`config.mk`:
```
export PLATFORM = sky130hd
export DESIGN_NAME = rgb_dominant_color_vote
export DESIGN_NICKNAME = d
export VERILOG_FILES = /design/src/hdl/rgbdcv_pkg.sv /design/src/hdl/rgb_dominant_color_vote.sv
export VERILOG_INCLUDE_DIRS = /design/src /design/src/hdl
export SDC_FILE = /design/constraint.sdc
export NUM_CORES = 1
export LEC_CHECK = 0
export ABC_CLOCK_PERIOD_IN_PS = 8180
export BUFFER_PORTS_ARGS = -buffer_cell sky130_fd_sc_hd__buf_2
export CELL_PAD_IN_SITES_DETAIL_PLACEMENT = 2
export CELL_PAD_IN_SITES_GLOBAL_PLACEMENT = 2
export CORE_AREA = 2 2 181 183
export CTS_CLUSTER_SIZE = 24
export DETAILED_ROUTE_END_ITERATION = 7
export DIE_AREA = 0 0 183 185
export PLACE_DENSITY = 0.75
export SLEW_MARGIN = 40
export SYNTH_ARGS = -nofsm -noshare
export SYNTH_HDL_FRONTEND = slang
export SYNTH_SLANG_ARGS = --single-unit
```
`constraint.sdc`:
```
create_clock -name clk -period 8.18 [get_ports clk]
set_input_delay 1.636 -clock clk [delete_from_list [all_inputs] [get_ports clk]]
set_output_delay 1.636 -clock clk [all_outputs]
set_load 0.05 [all_outputs]
```
`src/hdl/rgb_dominant_color_vote_macros.svh`:
```
// Assertion helpers, clocked on clk and quiet while arst_n is low.
`ifndef RGB_DOMINANT_COLOR_VOTE_MACROS_SVH
`define RGB_DOMINANT_COLOR_VOTE_MACROS_SVH

// same-cycle implication
`define RGBDCV_ASSERT_IMP(lbl, ante, cons, msg) \
	lbl: assert property (@(posedge clk) disable iff (!arst_n) (ante) |-> (cons)) \
		else $error(msg);

// next-cycle implication
`define RGBDCV_ASSERT_NXT(lbl, ante, cons, msg) \
	lbl: assert property (@(posedge clk) disable iff (!arst_n) (ante) |=> (cons)) \
		else $error(msg);

`endif

```
`src/hdl/rgbdcv_pkg.sv`:
```
package rgbdcv_pkg;

	localparam int unsigned RAW_W  = 16;
	localparam int unsigned NORM_W = 12;
	localparam int unsigned CNT_W  = 4;
	localparam int unsigned NCLS   = 4;

	localparam logic [CNT_W-1:0]  WINDOW   = 4'd10;
	localparam logic [CNT_W-1:0]  CNT_MAX  = 4'd15;
	localparam logic [NORM_W-1:0] NORM_MAX = 12'd4095;

	typedef enum logic [1:0] {
		CLS_OTHER = 2'd0,
		CLS_RED   = 2'd1,
		CLS_GREEN = 2'd2,
		CLS_BLUE  = 2'd3
	} cls_t;

	typedef struct packed {
		logic [RAW_W-1:0] red_raw;
		logic [RAW_W-1:0] green_raw;
		logic [RAW_W-1:0] blue_raw;
		logic [RAW_W-1:0] clear_raw;
	} sample_t;

	typedef struct packed {
		logic [NORM_W-1:0] red_norm;
		logic [NORM_W-1:0] green_norm;
		logic [NORM_W-1:0] blue_norm;
		logic [1:0]        sample_class;
		logic              vote_valid;
		logic [1:0]        vote_class;
	} result_t;

endpackage

```
`src/hdl/rgb_dominant_color_vote.sv`:
```
// A sample word passes accept, 3 x 13 shared divider steps and classify/vote in turn;
// no new word is taken until its result is registered, and a stalled output word holds
// the block and blocks the input.
// A finished result waits in the output register while the next word is taken.
// Reset (arst_n low, asynchronous) empties the output and clears window position
// and class counts.
`include "rgb_dominant_color_vote_macros.svh"

module rgb_dominant_color_vote (
	input  logic                clk,
	input  logic                arst_n,
	input  logic                sample_valid,
	output logic                sample_stall,
	input  rgbdcv_pkg::sample_t sample,
	output logic                result_valid,
	input  logic                result_stall,
	output rgbdcv_pkg::result_t result
);
	import rgbdcv_pkg::*;

	typedef enum logic [1:0] {
		ST_IDLE,
		ST_DIV,
		ST_FIN
	} state_t;

	localparam int unsigned REM_W = RAW_W + 8;
	localparam int unsigned DIV_W = RAW_W + NORM_W;
	localparam int unsigned QUO_W = NORM_W + 1;
	localparam logic [3:0]  STEP_FIRST = 4'(NORM_W);

	state_t             state_q;
	sample_t            smp_q;
	logic [1:0]         ch_q;
	logic [3:0]         step_q;
	logic [REM_W-1:0]   rem_q;
	logic [DIV_W-1:0]   div_q;
	logic [QUO_W-1:0]   quo_q;
	logic [NORM_W-1:0]  norm_q [3];
	logic [CNT_W-1:0]   pos_q;
	logic [CNT_W-1:0]   cnt_q [NCLS];
	result_t            result_q;
	logic               result_valid_q;

	logic               ge;
	logic [QUO_W-1:0]   quo_nxt;
	logic [NORM_W-1:0]  norm_nxt;
	logic [RAW_W-1:0]   chan_nxt;
	cls_t               cls;
	logic [CNT_W-1:0]   cnt_upd [NCLS];
	logic [CNT_W-1:0]   pos_inc;
	logic               win_done;
	logic [1:0]         vote;
	logic [CNT_W-1:0]   best;
	logic               out_free;

	// shared divider step
	assign ge       = {{(DIV_W-REM_W){1'b0}}, rem_q} >= div_q;
	assign quo_nxt  = {quo_q[QUO_W-2:0], ge};
	assign norm_nxt = quo_nxt[QUO_W-1] ? NORM_MAX : quo_nxt[NORM_W-1:0];
	assign chan_nxt = (ch_q == 2'd0) ? smp_q.green_raw : smp_q.blue_raw;

	always_comb begin
		if (norm_q[0] > norm_q[1] && norm_q[0] > norm_q[2]) begin
			cls = CLS_RED;
		end else if (norm_q[1] > norm_q[0] && norm_q[1] > norm_q[2]) begin
			cls = CLS_GREEN;
		end else if (norm_q[2] > norm_q[0] && norm_q[2] > norm_q[1]) begin
			cls = CLS_BLUE;
		end else begin
			cls = CLS_OTHER;
		end
	end

	always_comb begin
		best = '0;
		vote = CLS_OTHER;
		for (int j = 0; j < NCLS; j++) begin
			cnt_upd[j] = cnt_q[j];
			if (2'(j) == cls && cnt_q[j] != CNT_MAX) begin
				cnt_upd[j] = cnt_q[j] + 4'd1;
			end
			if (cnt_upd[j] > best) begin
				best = cnt_upd[j];
				vote = 2'(j);
			end
		end
	end

	assign pos_inc  = pos_q + 4'd1;
	assign win_done = (pos_inc >= WINDOW) || (pos_inc == '0);
	assign out_free = !result_valid_q || !result_stall;

	assign sample_stall = (state_q != ST_IDLE);
	assign result_valid = result_valid_q;
	assign result       = result_q;

	always_ff @(posedge clk or negedge arst_n) begin
		if (!arst_n) begin
			state_q        <= ST_IDLE;
			smp_q          <= '0;
			ch_q           <= '0;
			step_q         <= '0;
			rem_q          <= '0;
			div_q          <= '0;
			quo_q          <= '0;
			pos_q          <= '0;
			result_q       <= '0;
			result_valid_q <= 1'b0;
			for (int j = 0; j < 3; j++) begin
				norm_q[j] <= '0;
			end
			for (int j = 0; j < NCLS; j++) begin
				cnt_q[j] <= '0;
			end
		end else begin
			if (result_valid_q && !result_stall && state_q != ST_FIN) begin
				result_valid_q <= 1'b0;
			end
			case (state_q)
				ST_IDLE: begin
					if (sample_valid) begin
						smp_q   <= sample;
						rem_q   <= {sample.red_raw, 8'd0};
						div_q   <= {sample.clear_raw, 12'd0};
						quo_q   <= '0;
						ch_q    <= '0;
						step_q  <= STEP_FIRST;
						state_q <= ST_DIV;
					end
				end
				ST_DIV: begin
					if (step_q == '0) begin
						norm_q[ch_q] <= norm_nxt;
						if (ch_q == 2'd2) begin
							state_q <= ST_FIN;
						end else begin
							ch_q   <= ch_q + 2'd1;
							rem_q  <= {chan_nxt, 8'd0};
							div_q  <= {smp_q.clear_raw, 12'd0};
							quo_q  <= '0;
							step_q <= STEP_FIRST;
						end
					end else begin
						if (ge) begin
							rem_q <= rem_q - div_q[REM_W-1:0];
						end
						quo_q  <= quo_nxt;
						div_q  <= div_q >> 1;
						step_q <= step_q - 4'd1;
					end
				end
				ST_FIN: begin
					if (out_free) begin
						result_q.red_norm     <= norm_q[0];
						result_q.green_norm   <= norm_q[1];
						result_q.blue_norm    <= norm_q[2];
						result_q.sample_class <= cls;
						result_q.vote_valid   <= win_done;
						result_q.vote_class   <= win_done ? vote : CLS_OTHER;
						result_valid_q        <= 1'b1;
						for (int j = 0; j < NCLS; j++) begin
							cnt_q[j] <= win_done ? '0 : cnt_upd[j];
						end
						pos_q   <= win_done ? '0 : pos_inc;
						state_q <= ST_IDLE;
					end
				end
				default: begin
					state_q <= ST_IDLE;
				end
			endcase
		end
	end

	`RGBDCV_ASSERT_NXT(a_accept_starts_div, sample_valid && !sample_stall, state_q == ST_DIV && step_q == STEP_FIRST && ch_q == 2'd0, "accepted word did not start the divider")
	`RGBDCV_ASSERT_IMP(a_vote_zero_unless_valid, result_valid && !result.vote_valid, result.vote_class == CLS_OTHER, "vote class set outside window end")
	`RGBDCV_ASSERT_IMP(a_pos_in_window, 1'b1, pos_q < WINDOW, "window position out of range")
	`RGBDCV_ASSERT_IMP(a_counts_match_pos, 1'b1, ({2'b0, cnt_q[0]} + {2'b0, cnt_q[1]} + {2'b0, cnt_q[2]} + {2'b0, cnt_q[3]}) == {2'b0, pos_q}, "class counts disagree with window position")

endmodule

```
; After elaboration in Yosys (flattened, before gate mapping)
; Index checks and enable logic that the tools add are counted.
[totals]
register_bits = 218
in_bits = 68
out_inout_bits = 43
[op_classes]
addsub = 8
magnitude_cmp = 14
n_eq_ne = 18
muxes = 53
bitwise = 1
n_reduce_logical = 28
[op_table]
columns = cell, n
row1 = $mux 24, 4
row2 = $mux 28, 3
row3 = $gt 12x12->1, 6
row4 = $mux 12, 5
row5 = $mux 4, 15
row6 = $pmux 28 s2, 1
row7 = $pmux 24 s2, 1
row8 = $bwmux 36, 1
row9 = $ge 24x28->1, 1
row10 = $mux 2, 13
row11 = $demux 12 s2, 1
row12 = $pmux 12 s2, 1
row13 = $sub 24x24->24, 1
row14 = $add 4x1->4 const B, 5
row15 = $mux 16, 1
row16 = $ne 4x4->1 const B, 4
row17 = $gt 4x4->1, 3
row18 = $ne 2x2->1 const B, 6
row19 = $reduce_and 4->1, 3
row20 = $logic_and 1x1->1, 10
row21 = $logic_not 4->1, 2
row22 = $pmux 4 s2, 1
row23 = $logic_not 2->1, 3
row24 = $ne 3x3->1 const B, 2
row25 = 19 further kinds, 29

; Longest topological paths before layout
; Gate-level depths: netlist (run 1).
[depth]
word_depth = 17
ltp_mapped = 34
mapped_depth_nobuf = 32

; Least setup slack after synthesis (run 1)
; OpenSTA, ideal clock, no wires.
[synth_timing]
path_kind = reg2reg
start = register norm_q[10] in the netlist's numbering
end = register result_q, in the netlist result[1]
setup_time_ps = 118
arrival_time_ps = 6166
path_slack_ps = 1896
path_stages_with_launch = 33
synth_period_minus_slack_ps = 6284
cell_sequence = dfrtp_1 ha_1 nand4_1 or3_1 a21o_1 a31o_1 mux2_4 nand2_4 mux2i_1 ha_1 nor2b_1 o21a_1 o21a_1 o21ai_0 clkbuf_1 mux2_2 ha_1 nor2b_1 o21ai_0 nand2b_1 a21oi_1 a41o_1 nand2_1 inv_1 a221o_1 ha_1 nor2b_1 o21ai_0 nand2b_1 a21oi_1 a41o_1 a211oi_1 a21o_1
[synth_via]
elab_chain_len = 17
elab_cells_between_ends = 32
classes_between = order compare: 8 / eq/ne: 3 / mux: 13 / reduce/logical: 8
[synth_rtl]
columns = item, line
row1 = start: declaration, rgb_dominant_color_vote.sv:39  ; logic [NORM_W-1:0] norm_q [3];
row2 = start signal: indexed assignment, rgb_dominant_color_vote.sv:134  ; norm_q[ch_q] <= norm_nxt;
row3 = $gt 12x12->1, rgb_dominant_color_vote.sv:68  ; end else if (norm_q[2] > norm_q[0] && norm_q[2] > norm_q[1]) begin
row4 = $logic_and 1x1->1, rgb_dominant_color_vote.sv:68
row5 = $mux 2, rgb_dominant_color_vote.sv:68
row6 = $mux 2, rgb_dominant_color_vote.sv:66  ; end else if (norm_q[1] > norm_q[0] && norm_q[1] > norm_q[2]) begin
row7 = $mux 2 (*), rgb_dominant_color_vote.sv:64  ; if (norm_q[0] > norm_q[1] && norm_q[0] > norm_q[2]) begin
row8 = $logic_not 2->1, rgb_dominant_color_vote.sv:80  ; if (2'(j) == cls && cnt_q[j] != CNT_MAX) begin
row9 = $logic_and 1x1->1, rgb_dominant_color_vote.sv:80
row10 = $mux 4, rgb_dominant_color_vote.sv:80
row11 = $gt 4x1->1, rgb_dominant_color_vote.sv:83  ; if (cnt_upd[j] > best) begin
row12 = $mux 4, rgb_dominant_color_vote.sv:83
row13 = $gt 4x4->1, rgb_dominant_color_vote.sv:83
row14 = $mux 4, rgb_dominant_color_vote.sv:83
row15 = $gt 4x4->1, rgb_dominant_color_vote.sv:83
row16 = $mux 4, rgb_dominant_color_vote.sv:83
row17 = $gt 4x4->1, rgb_dominant_color_vote.sv:83
row18 = $mux 2 (*), rgb_dominant_color_vote.sv:83
row19 = $mux 2 (*), rgb_dominant_color_vote.sv:160  ; result_q.vote_class <= win_done ? vote : CLS_OTHER;
row20 = end: declaration, rgb_dominant_color_vote.sv:42  ; result_t result_q;
; Mark *: on every way between the ends. The rest lies on a longest branch, timed or not.
; A chain may end at the register's enable or synchronous reset.

; Worst setup path after layout (run 1)
[layout_timing]
start = register norm_q[19] in the netlist's numbering
end = register result_q, in the netlist result[1]
; Same word-level chain as after synthesis.

==> impl_metrics.tcl, run 1 <==
set metrics [dict create \
    p_total_uw 6080 \
    finalHoldViolCount 0 \
    wl_met2_um 18200 \
    critPathKind "reg -> reg" \
    placementRows 66 \
    finalSetupViolations 0 \
    die_h_um 185 \
    async_flop_share 1.00 \
    final_antenna_net_count 0 \
    cts_sinks 218 \
    ios 111 \
    wirelength_um 36200 \
    clock-root-buffer "clkbuf_16" \
    cts.path.max_buffers 3 \
    cts_setup_buffers 0 \
    cts_tree "yes" \
    fin_util 0.434 \
    dieWidth_um 183 \
    slew_violations 0 \
    drive_above_1_share 0.191 \
    fin_skew_ns 0.0114 \
    fill_cells 3484 \
    htreeDepth 1 \
    grt_pass1_wl_um 59300 \
    yosysWarnings 0 \
    overflow 0 \
    endpoint_kind "register" \
    grt_max_degree 94 \
    io_buffers 110 \
    leakagePower_uw 0.00650 \
    yosys_register_bits 218 \
    cts_resized 0 \
    numCtsBuffers 27 \
    synth_cell_type_count 67 \
    fin_crit_sh 0.850 \
    crit_slowest_cell "a2111oi_4" \
    finalCriticalPeriod_ns 6.95 \
    p_per_area_mw_per_mm2 438 \
    core_sq_mm 0.0320 \
    antenna_found_initial 0 \
    avgSynthCellArea_sq_um 9.66 \
    rsz0062_at_grt "false" \
    dp_cells 1708 \
    vias 9688 \
    critical_path_arrival_ns 7.37 \
    grt_usage 0.219 \
    min_path_type "reg -> reg" \
    drtIter0Drc 344 \
    met3_length_um 978 \
    netlist_area_sq_mm 0.0120 \
    dpl.hpwl_um 26200 \
    final_cells 1756 \
    synth_edf_count 0 \
    syn-num-nets 1388 \
    max_cap_violations 0 \
    crit_path_start_kind "register" \
    worstPathMaxFanout 11 \
    drtPass1Iterations 4 \
    n_antenna_cell 0 \
    ys_seq_area_frac 0.456 \
    met1_length_um 16000 \
    clk_pin_slew_ns 0.06 \
    clock.fmax_ghz 0.144 \
    slew_headroom 0.498 \
    insertion_delay_ns 0.54 \
    synth_flop_cell "dfrtp_1" \
    slowest_delay_ns 0.55 \
    worstMarginPinSlew_ns 0.751 \
    postCtsHoldBufs 0 \
    ir_worst_vdd_mv 0.189 \
    fin_nets 1480 \
    grt_pass1_vias 10900 \
    synthCells 1237 \
    top_layer "met4" \
    routedWlPerCell_um 20.6 \
    drc 0 \
    status "completed" \
    start_util 0.373 \
    crit_required_ns 8.60 \
    dieArea_sq_mm 0.0339 \
    area_growth_pct 16.3 \
    place_congestion 0.825 \
    fin_tns_setup_ns 0 \
    via_per_inst 5.52 \
]
final timing paths:
path | startpoint | endpoint | slack (ns) | cells past startpoint
setup / recovery | norm_q[19]$_DFFE_PN0P_ | result[1]$_DFFE_PN0P_ | 1.23 | 32
hold / removal | result[3]$_DFFE_PN0P_ | result[3]$_DFFE_PN0P_ | 0.47 | 2
setup reg to reg | norm_q[19]$_DFFE_PN0P_ | result[1]$_DFFE_PN0P_ | 1.23 | 32
hold reg to reg | result[3]$_DFFE_PN0P_ | result[3]$_DFFE_PN0P_ | 0.47 | 2
max in group asynchronous | arst_n | smp_q[45]$_DFFE_PN0P_ | 6.04 | 3
min in group asynchronous | arst_n | result[23]$_DFFE_PN0P_ | 0.98 | 1
cell type report:
cell class | instances | area (sq um) | share of cell area
Clock inverter | 7 | 96.3 | 0.00693
Clock buffer | 41 | 838 | 0.0603
Timing Repair Buffer | 126 | 724 | 0.0521
Multi-Input combinational cell | 875 | 5970 | 0.430
Tap cell | 408 | 510 | 0.0367
Sequential cell | 218 | 5460 | 0.392
Inverter | 81 | 304 | 0.0219
metal layers:
metal  vias to the layer above  track usage
met5                         -            0
met4                         0       0.0602
met3                        47       0.0218
met2                       149        0.395
met1                      4905        0.279
li1                       4587            -
state kept, by name, indices dropped and copies added (netlist names):
| register | flops |
|---|---|
| smp_q | 48 |
| cnt_q | 16 |
| result_valid | 1 |
| pos_q | 4 |
| norm_q | 36 |
| ch_q | 2 |
| result | 41 |
| step_q | 4 |
| rem_q | 24 |
| state_q | 2 |
| quo_q | 12 |
| div_q | 28 |
critical path, delay by kind of cell (launching register included):
family                   cells  cell delay (ns)
AO/OA/AOI/OAI               15             2.90
adder cells (fa/ha/maj)      4             1.23
multiplexers                 3             1.12
AND/OR/NAND/NOR              7             0.82
flip-flops                   1             0.39
buffers and inverters        3             0.35
cells in the mapped netlist, types with 15 or more instances:
cell type  number  area (sq um)
nand2b_1       15          93.8
ha_1           82          1030
inv_1          80           300
dfrtp_1       218          5460
clkbuf_1       52           195
xnor2_1        17           149
nand3_1        31           155
a21o_1         17           128
nor2_1         86           323
mux2_2         68           766
a22o_1         24           210
nor3_1         17          85.1
o21ai_0        87           435
mux2i_1        18           180
o22ai_1        15          93.8
nand2_1       113           424
nand4_1        15          93.8
a21oi_1       122           611
placed cells by master (no fill, tap or decap), drive strengths merged, types with 17 or more instances in the layout:
cell type | netlist | final
buf | 11 | 126
dfrtp | 218 | 218
ha | 82 | 82
nand3 | 31 | 31
inv | 80 | 81
o21ai | 88 | 88
nand2 | 114 | 114
nor2 | 87 | 87
mux2i | 18 | 18
xnor2 | 17 | 17
a21o | 17 | 17
a21oi | 122 | 122
clkbuf | 52 | 41
a22o | 24 | 24
mux2 | 69 | 69
nor3 | 17 | 17
per-stage QoR:
step                hold slack (ns)  setup WS, ns  instance area [sq um]
floorplan                     0.450          1.90                  12000
global placement              0.456          1.62                  12900
detailed placement            0.464          1.24                  13000
CTS                           0.477          1.19                  13900
global route                  0.509         0.764                  13900
finish                        0.469          1.23                  13900
cell families (layout without fill, tap and decap cells):
group,count (synthesis),in the layout,synth area share
compound gates,354,354,0.186
xor+xnor,26,26,0.0191
fa+ha+maj,83,83,0.0875
buf+inv,144,255,0.0455
flops,218,218,0.456
mux,87,87,0.0804
simple gates,325,325,0.125
where the power goes:
part | total, uW | switching (uW) | internal, uW
Sequential | 1720 | 256 | 1460
Combinational | 3130 | 1900 | 1230
Clock | 1240 | 475 | 765
Total | 6080 | 2630 | 3450
(Power assumes the default switching activity.)
==> run 2, diff against run 1 <==
- ABC_CLOCK_PERIOD_IN_PS: 8180 -> 5600
- CORE_AREA: 2 2 181 183 -> 2 2 188 190
- DIE_AREA: 0 0 183 185 -> 0 0 190 192
- PLACE_DENSITY: 0.75 -> 0.73
- clock period: 8.18 -> 5.6 ns (I/O delays scaled with it)
==> impl_metrics.tcl, run 2 (synthesis results as in run 1) <==
set metrics [dict create \
    p_total_uw 10000 \
    n_antenna_cell 0 \
    critical_path_arrival_ns 6.78 \
    cts.path.max_buffers 3 \
    grt_pass1_wl_um 62300 \
    violations "setup timing" \
    drive_above_1_share 0.282 \
    status "complete, but fails checks" \
    min_path_type "reg -> reg" \
    p_per_area_mw_per_mm2 665 \
    layout_commonest_cell "dfrtp_1" \
    largest_reg_flops 48 \
    grt_max_degree 96 \
    worstPathMaxFanout 7 \
    max_cap_violations 0 \
    crit_family "compound AO/OA/AOI/OAI gates" \
    crit_slowest_cell "dfrtp_1" \
    dpl.hpwl_um 26700 \
    dieWidth_um 190 \
    grt_pass1_vias 11400 \
    routedWlPerCell_um 21.8 \
    drc 0 \
    numCtsBuffers 27 \
    drtPass1Iterations 4 \
    leakagePower_uw 0.00699 \
    crit_required_ns 6.05 \
    fin_crit_sh 1.13 \
    finalHoldViolCount 0 \
    fin_skew_ns 0.0174 \
    fin_area_sq_mm 0.0151 \
    critPathKind "reg -> reg" \
    crit_path_start_kind "register" \
    dp_cells 1827 \
    worstMarginPinSlew_ns 0.682 \
    worstPathBufferInverterCount 6 \
    placementRows 68 \
    rsz0062_at_grt "true" \
    layout_setup_ws_ns -0.738 \
    final_cells 1893 \
    insertion_delay_ns 0.56 \
    endpoint_kind "register" \
    via_per_inst 5.44 \
    cts_sinks 218 \
    fin_nets 1569 \
    slew_violations 0 \
    final_antenna_net_count 0 \
    antenna_found_initial 0 \
    placed_cell_area_sq_mm 0.0137 \
    vias 10300 \
    postCtsHoldBufs 0 \
    ir_worst_vdd_mv 0.338 \
    dieArea_sq_mm 0.0365 \
    drtIter0Drc 457 \
    slowest_delay_ns 0.41 \
    fill_cells 3696 \
    slew_headroom 0.533 \
    final_cell_mix "216 x dfrtp_1, 117 x a21oi_1, 110 x nand2_1" \
    ios 111 \
    core_sq_mm 0.0343 \
    top_register "smp_q" \
    fin_tns_setup_ns -1.47 \
    wirelength_um 41200 \
    finalCriticalPeriod_ns 6.34 \
    clock.fmax_ghz 0.158 \
    grt_usage 0.214 \
    clock-root-buffer "clkbuf_16" \
    overflow 0 \
    finalSetupViolations 2 \
    path_common_cell "ha_4" \
    place_congestion 0.816 \
    clk_pin_slew_ns 0.06 \
    die_h_um 192 \
    io_buffers 110 \
    area_growth_pct 26.0 \
    post-place-ws_ns -0.701 \
    cts_tree "yes" \
    htreeDepth 1 \
    start_util 0.349 \
]
==> run 2: changes by cell type in the layout (fill, tap and decap cells not counted), moves of 4 or more <==
| cell | delta |
|---|---|
| buf_4 | +90 |
| a21oi_1 | -5 |
| inv_1 | -10 |
| ha_4 | +18 |
| ha_1 | -19 |
| inv_2 | +10 |
| o21ai_0 | -4 |
| a21oi_2 | +5 |
==> run 2: final cells by class <==
cell class                 count  area [sq um]  area share
multi-input combinational    875          6370       0.423
inverter                      81           304      0.0202
sequential                   218          5460       0.362
clock buffer                  38           807      0.0536
timing repair buffer         215          1390      0.0922
clock inverter                11           165      0.0110
tap                          455           569      0.0378
==> run 2: path summary, 6_finish.rpt <==
kind / start / endpoint / slack (ns) / cells after the start
worst max register to register: norm_q[34]$_DFFE_PN0P_ / result[0]$_DFFE_PN0P_ / -0.74 / 35
worst min register to register: result[2]$_DFFE_PN0P_ / result[2]$_DFFE_PN0P_ / 0.48 / 1
worst max-delay path: norm_q[34]$_DFFE_PN0P_ / result[0]$_DFFE_PN0P_ / -0.74 / 35
min in group asynchronous: arst_n / result[22]$_DFFE_PN0P_ / 0.51 / 1
max in group asynchronous: arst_n / smp_q[37]$_DFFE_PN0P_ / 4.14 / 2
worst min-delay path: result[2]$_DFFE_PN0P_ / result[2]$_DFFE_PN0P_ / 0.48 / 1
==> run 2: report_power, final <==
group | switching (uW) | internal, uW
clock network | 724 | 1180
logic | 3160 | 2390
registers | 416 | 2140
==> run 2: worst reg2reg max path: cells and delay by family (launching register included) <==
family,cells,cell delay [ns]
compound gates,14,2.57
fa+ha+maj,4,0.98
buf+inv,6,0.69
flops,1,0.41
mux,2,0.64
simple gates,9,0.96
==> run 2: per-layer routing <==
layer | global-route usage | vias up | wire [um]
li1 | - | 4781 | -
met4 | 0.0501 | 0 | 942
met2 | 0.389 | 162 | 21300
met3 | 0.0280 | 52 | 1200
met5 | 0 | - | 0
met1 | 0.269 | 5296 | 17800
==> run 2: what timing repair did <==
action / CTS / global route
resized for setup: 18 / 32
pin swaps: 13 / 18
cloned: 0 / 0
setup buffers: 9 / 8
endpoints found under the setup margin: 2 / 2
==> run 2: metrics by stage <==
stage	utilization	hold slack, ns
final	0.439	0.480
after global routing	0.439	0.502
after CTS	0.431	0.484
after detailed placement	0.398	0.469
after global placement	0.397	0.456
after floorplan	-	0.450
